`src/slsc_pkg.sv`:
```
// ============================================================================
// slsc_pkg
// Shared types and constants for the scan likelihood scoring block.
// ============================================================================
package slsc_pkg;

    // Default grid depth and scan length ceiling
    localparam int GRID_CELLS_DEF  = 65536;
    localparam int MAX_SCAN_POINTS = 1024;

    // Configuration port
    localparam int CFG_W     = 32;
    localparam int CFG_IDX_W = 3;

    // Datapath widths
    localparam int IDX_W       = 9;   // column / row index
    localparam int N_W         = 11;  // scan length, points seen
    localparam int SUM_W       = 27;  // half-scan sum
    localparam int COORD_W     = 36;  // world coordinate
    localparam int DIFF_W      = 37;  // coordinate minus origin
    localparam int Q_W         = 38;  // cell index before range check
    localparam int CELL_ADDR_W = 18;  // row * cols + col
    localparam int DIV_NUM_W   = 44;
    localparam int DIV_DEN_W   = 26;

    typedef enum logic [CFG_IDX_W-1:0] {
        CFG_ORIGIN_X      = 3'd0,
        CFG_ORIGIN_Y      = 3'd1,
        CFG_INV_RES       = 3'd2,
        CFG_GRID_COLS     = 3'd3,
        CFG_GRID_ROWS     = 3'd4,
        CFG_SCAN_POINTS   = 3'd5,
        CFG_SCORE_MODE    = 3'd6,
        CFG_INLIER_THRESH = 3'd7
    } t_cfg_idx;

    typedef enum logic [1:0] {
        OP_WRITE = 2'd0,
        OP_POSE  = 2'd1,
        OP_POINT = 2'd2
    } t_opcode;

    typedef enum logic [1:0] {
        MODE_MEAN   = 2'd0,
        MODE_HALF   = 2'd1,
        MODE_INLIER = 2'd2
    } t_mode;

    typedef enum logic [3:0] {
        S_IDLE,
        S_ROT,
        S_SUM,
        S_AXM,
        S_AXC,
        S_ADDR,
        S_RD,
        S_ACC,
        S_EMIT,
        S_M1A,
        S_M1B,
        S_M1C,
        S_DIV
    } t_state;

endpackage

```
`src/slsc_div.sv`:
```
// ============================================================================
// slsc_div
// Restoring unsigned divider, one quotient bit per cycle.
// ============================================================================
module slsc_div #(
    parameter int NUM_W = slsc_pkg::DIV_NUM_W,
    parameter int DEN_W = slsc_pkg::DIV_DEN_W
) (
    input  logic             i_clk,
    input  logic             i_rst_n,
    input  logic             i_start,
    input  logic [NUM_W-1:0] i_num,
    input  logic [DEN_W-1:0] i_den,
    output logic             o_done,
    output logic [NUM_W-1:0] o_quot
);

    localparam int CNT_W = $clog2(NUM_W + 1);

    logic [CNT_W-1:0] r_cnt;
    logic             r_done;
    logic [DEN_W-1:0] r_rem;
    logic [DEN_W-1:0] r_den;
    logic [NUM_W-1:0] r_quot;
    logic [DEN_W:0]   w_trial;
    logic             w_ge;

    assign w_trial = {r_rem, r_quot[NUM_W-1]};
    assign w_ge    = w_trial >= {1'b0, r_den};

    // control: step count and done pulse
    always_ff @(posedge i_clk) begin
        if (!i_rst_n) begin
            r_cnt  <= '0;
            r_done <= 1'b0;
        end else begin
            r_done <= 1'b0;
            if (i_start) begin
                r_cnt <= CNT_W'(NUM_W);
            end else if (r_cnt != '0) begin
                r_cnt <= r_cnt - 1'b1;
                if (r_cnt == CNT_W'(1)) begin
                    r_done <= 1'b1;
                end
            end
        end
    end

    // shift numerator out, quotient bits in
    always_ff @(posedge i_clk) begin
        if (i_start) begin
            r_rem  <= '0;
            r_den  <= i_den;
            r_quot <= i_num;
        end else if (r_cnt != '0) begin
            r_rem  <= w_ge ? DEN_W'(w_trial - {1'b0, r_den}) : DEN_W'(w_trial);
            r_quot <= {r_quot[NUM_W-2:0], w_ge};
        end
    end

    assign o_done = r_done;
    assign o_quot = r_quot;

endmodule
```
`config.mk`:
```
export PLATFORM = sky130hd
export DESIGN_NAME = slsc_div
export DESIGN_NICKNAME = d
export VERILOG_FILES = /design/src/slsc_pkg.sv /design/src/slsc_div.sv
export SDC_FILE = /design/constraint.sdc
export NUM_CORES = 1
export LEC_CHECK = 0
export ABC_AREA = 1
export BUFFER_PORTS_ARGS = -buffer_cell sky130_fd_sc_hd__buf_2
export CORE_ASPECT_RATIO = 1.2
export CORE_MARGIN = 1
export CORE_UTILIZATION = 52
export CTS_BUF_LIST = sky130_fd_sc_hd__clkbuf_4 sky130_fd_sc_hd__clkbuf_8
export CTS_CLUSTER_DIAMETER = 30
export DETAILED_ROUTE_END_ITERATION = 8
export GPL_TIMING_DRIVEN = 1
export PLACE_DENSITY = 0.86
export SLEW_MARGIN = 20
export SYNTH_ARGS = -nofsm -noshare
export SYNTH_HDL_FRONTEND = slang
export SYNTH_SLANG_ARGS = --single-unit
```
`constraint.sdc`:
```
create_clock -name i_clk -period 2.5 [get_ports i_clk]
set_clock_uncertainty 0.2 [all_clocks]
set_input_delay 0.5 -clock i_clk [delete_from_list [all_inputs] [get_ports i_clk]]
set_output_delay 0.5 -clock i_clk [all_outputs]
set_load 0.05 [all_outputs]
```
==> results_dict.tcl, run 1 <==
set metrics [dict create \
    status "finished, final reports clean" \
    combPwrFrac_pct 52.1 \
    r2r-end "r_rem[13]" \
    netlist_instances 864 \
    worstPathRequired_ps 2580 \
    synthArstFlopShare_pct 0 \
    crit_fanout 16 \
    reg2reg_depth 14 \
    critical_path_class "reg -> reg" \
    crit_buf_inv 2 \
    crit_top_cell "nand2_1" \
    slew_headroom_pct 64.9 \
    period_share_pct 93.8 \
    synth_cell_types 39 \
    cts_buffers 9 \
    netSwitchingFraction_pct 45.6 \
    grt_max_degree 75 \
    hold_class "in -> reg" \
    wl_per_cell_um 12.8 \
    seqPwrFrac_pct 33.1 \
    nFillCells 1108 \
    start_kind "flop" \
    ys_ff_latch 103 \
    die_y_um 123 \
    syn_area_per_cell_um2 7.33 \
    clockBufferDepth 2 \
    power.total_mw 7.36 \
    ys_seq_area_share_pct 43.6 \
    clk_latency_ps 380 \
    drtPass1Iterations 5 \
    final_cell_mix "359 x nand2_1, 143 x inv_1, 117 x buf_2" \
    worst-endpoint-arrival_ps 2430 \
    slew_viol_final 0 \
    peakVddDrop_uv 482 \
    synth_enable_flop_cells 70 \
    hp-start "i_den[0]" \
    yosys_warnings 0 \
    io_buffers 117 \
    fmax_ghz 0.427 \
    clock_sinks 103 \
    end_kind "flop" \
    place_area_mm2 0.00715 \
    grt_pass1_wl_mm 24.1 \
    worst_pin_slew_ps 526 \
    crit_family "simple AND/OR/NAND/NOR gates" \
    timing.rr.start "r_den[16]" \
    max-cap-violations 0 \
    synth_area_mm2 0.00633 \
    fin_ws_ps 156 \
    layout_commonest_cell "nand2_1" \
    synth_flop_cell "edfxtp_1" \
    leakage_nw 4.00 \
    holdPathEnd "r_den[0]" \
    pre_cts_ws_ps -40.5 \
    cts_root_buffer "clkbuf_8" \
    synthTopCellsByArea "edfxtp_1 33%, nand2_1 22%, dfxtp_1 10%" \
    worstPathCellList "inv_1, ha_1, nand2_1, nor2_2, nand2_1, nor2_2, nand2_1, nand3_4, nor2_8, nand2_8, buf_4, nand3b_1, nand3_1, nand2_1" \
    overflow 0 \
    finalHoldViolations 0 \
    area.growth.synth_to_final_pct 17.2 \
    die_w_um 103 \
    power.switching_mw 3.35 \
    vias 5674 \
    power.internal_mw 4.01 \
    dp_hpwl_mm 11.1 \
    dieArea_mm2 0.0126 \
    power_density_mw_per_mm2 993 \
    antenna_found_initial 0 \
    drc_errors 0 \
    num_io_pins 118 \
    start_util_pct 54.0 \
    first_iter_violations 268 \
    final.setup.tns_ps 0 \
    hold-path-cell-count 1 \
    cp_slowest_cell "ha_1" \
    track_usage_pct 25.1 \
    rsz0062_at_grt "yes" \
    viasPerCell 4.93 \
    crit_path_max_incr_delay_ps 350 \
    cts_tree "built" \
    cts.htree.levels 3 \
    drive_gt1_share_pct 19.4 \
    setup_viol 0 \
    r2r_slack_ps 160 \
    nets 1093 \
    synth_top_cell_by_area "edfxtp_1" \
    final_cell_area_mm2 0.00742 \
    drtAntennaViolNets 0 \
    row_count 43 \
    synthesis.nets 967 \
    synth.top_cell.area_share_pct 33.2 \
    grt_pass1_vias 5405 \
    gp_congestion 0.984 \
    period_minus_slack_ps 2340 \
    clkPwrFrac_pct 14.8 \
    final_util_pct 63.2 \
    cts.clk_slew.worst_paths_ps 100 \
    fp.coreArea_mm2 0.0117 \
    drt_wl_total_mm 14.8 \
]
[routing by layer]
| layer | routed length [µm] | vias to the layer above | GRT usage (%) |
|---|---|---|---|
| li1 | - | 2927 | - |
| met4 | 409 | 0 | 10.9 |
| met1 | 6270 | 2540 | 29.3 |
| met5 | 0 | - | 0 |
| met2 | 7160 | 177 | 43.6 |
| met3 | 927 | 30 | 5.69 |
[worst max-delay path by stage]
stage / from / end / slack [ps] / cells after the start
after floorplan: r_cnt[0] / o_quot[0] / 60 / 6
after global placement: r_den[22] / o_quot[0] / -10 / 10
after detailed placement: r_den[18] / r_rem[7] / -40 / 14
after CTS: r_den[18] / o_quot[0] / 30 / 12
after global routing: r_den[18] / r_rem[8] / -9 / 14
final: r_den[16] / r_rem[13] / 160 / 14
[worst reg2reg max path, cell delays in order, from the launching register on]
cell and delay [ps]:
edfxtp_1 340, inv_1 40, ha_1 350, nand2_1 120
nor2_2 170, nand2_1 110, nor2_2 140, nand2_1 100
nand3_4 90, nor2_8 60, nand2_8 140, buf_4 170
nand3b_1 80, nand3_1 80, nand2_1 50
[flip-flops by register name, indices dropped and copies added (netlist names)]
signal / flops
o_done: 1
o_quot: 44
r_cnt: 6
r_den: 26
r_rem: 26
[power by group through the flow]
stage          Combinational [mW]  Sequential, mW  Clock, mW
6_report                     3.84            2.44       1.09
5_1_grt                      4.28            2.48       1.17
4_1_cts                      3.73            2.44       1.11
3_5_place_dp                 3.70            2.46          0
3_3_place_gp                 3.64            2.46          0
2_1_floorplan                2.53            2.83          0
[layout make-up]
cell class,instances,area [µm²],area share (%)
antenna,1,2.50,0.0337
clock buffer,10,138,1.86
clock inverter,5,65.1,0.877
inverter,148,564,7.61
multi-input combinational,592,2940,39.6
sequential,103,2760,37.2
tap,157,196,2.65
timing repair buffer,136,753,10.2
[synth_stat cells (2+ instances only)]
cell type	n
nor2_1	42
nand2_2	5
buf_2	2
buf_6	3
xnor2_1	9
a21oi_1	27
nand2_1	363
inv_1	144
nor3_1	3
clkbuf_1	15
o21ai_0	14
inv_2	4
edfxtp_1	70
dfxtp_1	33
or2_2	2
nor2_2	5
nand3_2	7
xor2_1	4
nand3b_1	5
nand4_1	5
ha_1	29
a31oi_1	2
nand3_1	55
[metrics by stage]
stage	instances	hold slack, ps
3_5_place_dp	1132	263
2_1_floorplan	864	247
6_report	1152	84.4
5_1_grt	1151	65.8
4_1_cts	1147	66.0
3_3_place_gp	1132	261
[cells by family after synthesis]
logic type / Yosys count / synth area share (%)
simple gates: 502 / 34.2
buf+inv: 169 / 10.5
xor+xnor: 13 / 1.80
compound gates: 47 / 3.89
flops: 103 / 43.6
fa+ha+maj: 30 / 6.05
[timing repair]
action | 4_1_cts | 5_1_grt
gates resized for setup | 1 | 11
gates cloned | 0 | 0
hold buffers | 0 | 0
pin swaps | 0 | 2
hold endpoints to repair | 0 | 0
endpoints found under the setup margin | 15 | 19
setup buffers | 0 | 4
Power figures use the tool's default switching activity.
==> inputs of run 2 (changes only) <==
Settings changed: BUFFER_PORTS_ARGS -buffer_cell sky130_fd_sc_hd__buf_2 to -buffer_cell sky130_fd_sc_hd__buf_4, CORE_ASPECT_RATIO 1.2 to 0.5.
==> results_dict.tcl, run 2 (synthesis gave the netlist of run 1 again) <==
set metrics [dict create \
    power_density_mw_per_mm2 971 \
    timing.rr.start "o_quot[43]" \
    hp-start "i_den[0]" \
    r2r-end "r_rem[18]" \
    r2r_slack_ps 140 \
    end_kind "flop" \
    grt_max_degree 61 \
    setup_viol 0 \
    final.setup.tns_ps 0 \
    max-cap-violations 0 \
    drtPass1Iterations 5 \
    fin_cells 1162 \
    io_buffers 117 \
    clockBufferDepth 2 \
    drt_wl_total_mm 15.0 \
    crit_fanout 4 \
    vias 5735 \
    die_w_um 158 \
    worstPathRequired_ps 2620 \
    area.growth.synth_to_final_pct 21.8 \
    num_io_pins 118 \
    holdPathEnd "r_den[0]" \
    worst_pin_slew_ps 658 \
    worst-endpoint-arrival_ps 2480 \
    status "finished, final reports clean" \
    wl_per_cell_um 12.9 \
    reg2reg_depth 15 \
    dieArea_mm2 0.0126 \
    start_util_pct 53.5 \
    viasPerCell 4.94 \
    cts_root_buffer "clkbuf_8" \
    overflow 0 \
    finalHoldViolations 0 \
    track_usage_pct 24.9 \
    cts_buffers 9 \
    layout_commonest_cell "nand2_1" \
    nets 1095 \
    gp_congestion 0.986 \
    final_cell_mix "360 x nand2_1, 143 x inv_1, 137 x buf_4" \
    row_count 28 \
    power.total_mw 7.49 \
    cts_tree "built" \
    clk_latency_ps 390 \
    die_y_um 80.0 \
    largest_reg_flops 44 \
    grt_pass1_wl_mm 24.6 \
    pre_cts_ws_ps -130 \
    period_share_pct 94.5 \
    clock_sinks 103 \
    dp_hpwl_mm 11.2 \
    grt_pass1_vias 5266 \
    critical_path_class "reg -> reg" \
    hold-path-cell-count 1 \
    drc_errors 0 \
    fmax_ghz 0.423 \
    slew_headroom_pct 56.2 \
    fp.coreArea_mm2 0.0118 \
    drtAntennaViolNets 0 \
    drive_gt1_share_pct 19.3 \
    antennaDiodeCount 0 \
    slew_viol_final 0 \
    leakage_nw 4.10 \
    placed_cells 1143 \
    peakVddDrop_uv 421 \
    period_minus_slack_ps 2360 \
    start_kind "flop" \
    fin_ws_ps 138 \
    antenna_found_initial 0 \
    cts.clk_slew.worst_paths_ps 130 \
    hold_class "in -> reg" \
    cts.htree.levels 3 \
    first_iter_violations 319 \
]
-- run 2: cell types whose count changed in the layout (fill, tap and decap cells not counted), moves of 2 or more --
cell / previous run / this run
buf_2: 117 / 0
buf_4: 17 / 137
clkinvlp_4: 3 / 1
inv_8: 1 / 4
-- run 2: cell type report --
cell class / count / area [µm²]
fillers: 1053 / 4130
multi-input cells: 592 / 2930
flip-flops and latches: 103 / 2760
repair buffers: 138 / 1050
inverters: 148 / 564
well taps: 165 / 206
clock buffers: 9 / 124
clock inverters: 7 / 73.8
-- run 2: repair_timing --
action | 4_1_cts | 5_1_grt
setup buffers | 1 | 2
pin swaps | 1 | 1
resized for setup | 1 | 8
setup endpoints to repair | 15 | 13
hold buffers | 0 | 0
-- run 2: power breakdown --
group | internal [mW] | total (mW) | leakage, nW | switching (mW)
sequential | 2.20 | 2.44 | 1.00 | 0.240
combinational | 1.43 | 3.97 | 3.00 | 2.54
clock | 0.400 | 1.08 | 0.102 | 0.681
-- run 2: how the worst max path moves through the flow --
stage	start	end	slack, ps
floorplan	r_cnt[0]	o_quot[0]	60
global placement	r_cnt[0]	o_quot[1]	-170
detailed placement	r_den[14]	o_quot[0]	-130
CTS	o_quot[43]	r_rem[14]	50
global route	r_den[24]	r_rem[25]	-10
finish	o_quot[43]	r_rem[18]	140
-- run 2: through the flow --
stage | util [%] | instance area (µm²) | hold slack (ps)
finish | 65.1 | 7710 | 81.6
global placement | 63.0 | 7460 | 260
global route | 65.1 | 7710 | 58.0
CTS | 64.8 | 7670 | 71.6
detailed placement | 63.0 | 7460 | 260
floorplan | - | 6340 | 247
-- run 2: layer usage --
layer / global-route usage (%) / part of all wire (%) / vias up / routed length (µm)
met4: 6.15 / 0.98 / 0 / 146
li1: - / - / 2929 / -
met1: 32.6 / 48 / 2623 / 7120
met3: 6.13 / 6.0 / 17 / 901
met5: 0 / 0 / - / 0
met2: 41.3 / 45 / 166 / 6790
-- run 2: critical path: stages, from the launching register on --
cell      delay (ps)
edfxtp_1         460
inv_1             90
ha_1             130
inv_1             70
fa_2             340
nand2_1           90
nand2_1          100
nand3b_1         120
nand2_2          110
nand2_1           80
nand2_1          100
nand2_2          100
nand2_1           50
nand2_1           50
nand3_1           70
a21oi_1          140
==> inputs of run 3 (changes only) <==
Settings changed: CORE_UTILIZATION 52 to 63, PLACE_DENSITY 0.86 to 0.95.
Clock period 2.5 ns to 3.05 ns, I/O delays scaled along.
==> results_dict.tcl, run 3 (synthesis gave the netlist of run 1 again) <==
set metrics [dict create \
    vias 5882 \
    drt_wl_total_mm 15.6 \
    row_count 25 \
    clockBufferDepth 2 \
    grt_pass1_wl_mm 25.3 \
    grt_util_met1_pct 39.2 \
    power.internal_mw 3.17 \
    cts.htree.levels 3 \
    num_io_pins 118 \
    crit_fanout 27 \
    gp_congestion 0.951 \
    drive_gt1_share_pct 17.3 \
    cts_root_buffer "clkbuf_8" \
    period_minus_slack_ps 2680 \
    seqPwrFrac_pct 33.5 \
    first_iter_violations 546 \
    rsz0062_at_grt "no" \
    cts_setup_buffers 0 \
    status "finished, final reports clean" \
    max-cap-violations 0 \
    antenna_found_initial 0 \
    cts_buffers 9 \
    r2r-end "r_rem[6]" \
    power.total_mw 5.99 \
    dieArea_mm2 0.0105 \
    cts_tree "built" \
    leakage_nw 4.02 \
    nets 1080 \
    die_y_um 72.9 \
    cts_resized 0 \
    start_util_pct 65.9 \
    grt_pass1_vias 5502 \
    grtUsageMet2_pct 54.7 \
    viasPerCell 5.27 \
    netSwitchingFraction_pct 47.1 \
    wl_per_cell_um 14.0 \
    timing.rr.start "r_den[17]" \
    hold-path-cell-count 1 \
    worst_pin_slew_ps 556 \
    holdPathEnd "r_den[25]" \
    power_density_mw_per_mm2 797 \
    r2r_slack_ps 370 \
    clkPwrFrac_pct 14.5 \
    worst-endpoint-arrival_ps 2760 \
    slew_headroom_pct 62.9 \
    cts.clk_slew.worst_paths_ps 110 \
    setup_viol 0 \
    track_usage_pct 31.4 \
    slew_viol_final 0 \
    finalHoldViolations 0 \
    hp-start "i_den[25]" \
    fmax_ghz 0.373 \
    final_cell_mix "363 x nand2_1, 143 x inv_1, 123 x buf_4" \
    io_buffers 117 \
    area.growth.synth_to_final_pct 18.6 \
    combPwrFrac_pct 52.0 \
    power.switching_mw 2.82 \
    hold_buffers 0 \
    start_kind "flop" \
    pre_cts_ws_ps 436 \
    critical_path_class "reg -> reg" \
    fin_ws_ps 368 \
    clk_latency_ps 390 \
    drtAntennaViolNets 0 \
    peakVddDrop_uv 363 \
    final.setup.tns_ps 0 \
    clock_sinks 103 \
    die_w_um 144 \
    hold_class "in -> reg" \
    largest_reg_flops 44 \
    grt-busiest-layer "met2" \
    layout_commonest_cell "nand2_1" \
    dp_hpwl_mm 11.5 \
    period_share_pct 87.9 \
    overflow 0 \
    nFillCells 707 \
    drtPass1Iterations 6 \
    worstPathRequired_ps 3130 \
    use_met3_pct 7.41 \
    drc_errors 0 \
    end_kind "flop" \
    fp.coreArea_mm2 0.00960 \
    reg2reg_depth 14 \
    antennaDiodeCount 0 \
    grt_max_degree 55 \
]
==> run 3: cell types whose count changed in the layout (fill, tap and decap cells not counted), moves of 2 or more <==
cell	delta
buf_4	-14
inv_8	-4
inv_6	+3
nand2_1	+3
nand2_2	-3
a21oi_1	+2
a21oi_2	-2
==> run 3: metrics by stage <==
step	cell area, µm²	hold WS, ps	instances	utilization (%)
after floorplan	6330	247	864	-
after global placement	7320	260	1101	76.2
after detailed placement	7320	262	1101	76.2
after CTS	7510	179	1117	78.2
after global routing	7510	172	1117	78.2
final	7510	189	1117	78.2
==> run 3: power groups by stage <==
stage	registers [mW]	logic [mW]	clock network [mW]
2_1_floorplan	2.32	2.07	0
3_3_place_gp	2.02	2.95	0
3_5_place_dp	2.03	3.04	0
4_1_cts	2.00	3.07	0.880
5_1_grt	2.04	3.43	0.921
6_report	2.01	3.11	0.867
==> run 3: final cells by class <==
| cell class | instances | area, µm² | share of cell area, % |
|---|---|---|---|
| tap | 135 | 169 | 2.25 |
| multi-input combinational | 592 | 2910 | 38.7 |
| inverter | 148 | 556 | 7.40 |
| clock inverter | 6 | 60.1 | 0.800 |
| clock buffer | 10 | 131 | 1.75 |
| timing repair buffer | 123 | 923 | 12.3 |
| sequential | 103 | 2760 | 36.8 |
==> run 3: critical path, cell delays in order, from the launching register on <==
cell,delay [ps]
edfxtp_1,390
inv_1,70
ha_1,270
nand2_2,150
inv_1,50
nand2_1,60
nand2_1,80
a21oi_2,180
nor2_2,90
nor2_8,250
nand2_8,200
inv_2,280
nand2_1,110
nand3_1,90
nand2_1,70
==> run 3: worst max path at each step <==
stage	start	end	slack, ps	cells past startpoint
4_1_cts	r_den[12]	r_rem[13]	430	14
3_3_place_gp	r_den[18]	o_quot[0]	530	12
6_report	r_den[17]	r_rem[6]	370	14
2_1_floorplan	r_cnt[0]	o_quot[0]	510	6
3_5_place_dp	r_den[12]	r_rem[13]	440	14
5_1_grt	r_den[12]	r_rem[15]	190	14
==> run 3: metal layers <==
layer  part of all wire, %  up-vias
met5                     0        -
met4                   1.3        0
met3                   7.9       34
met2                    47      245
met1                    43     2699
li1                      -     2904
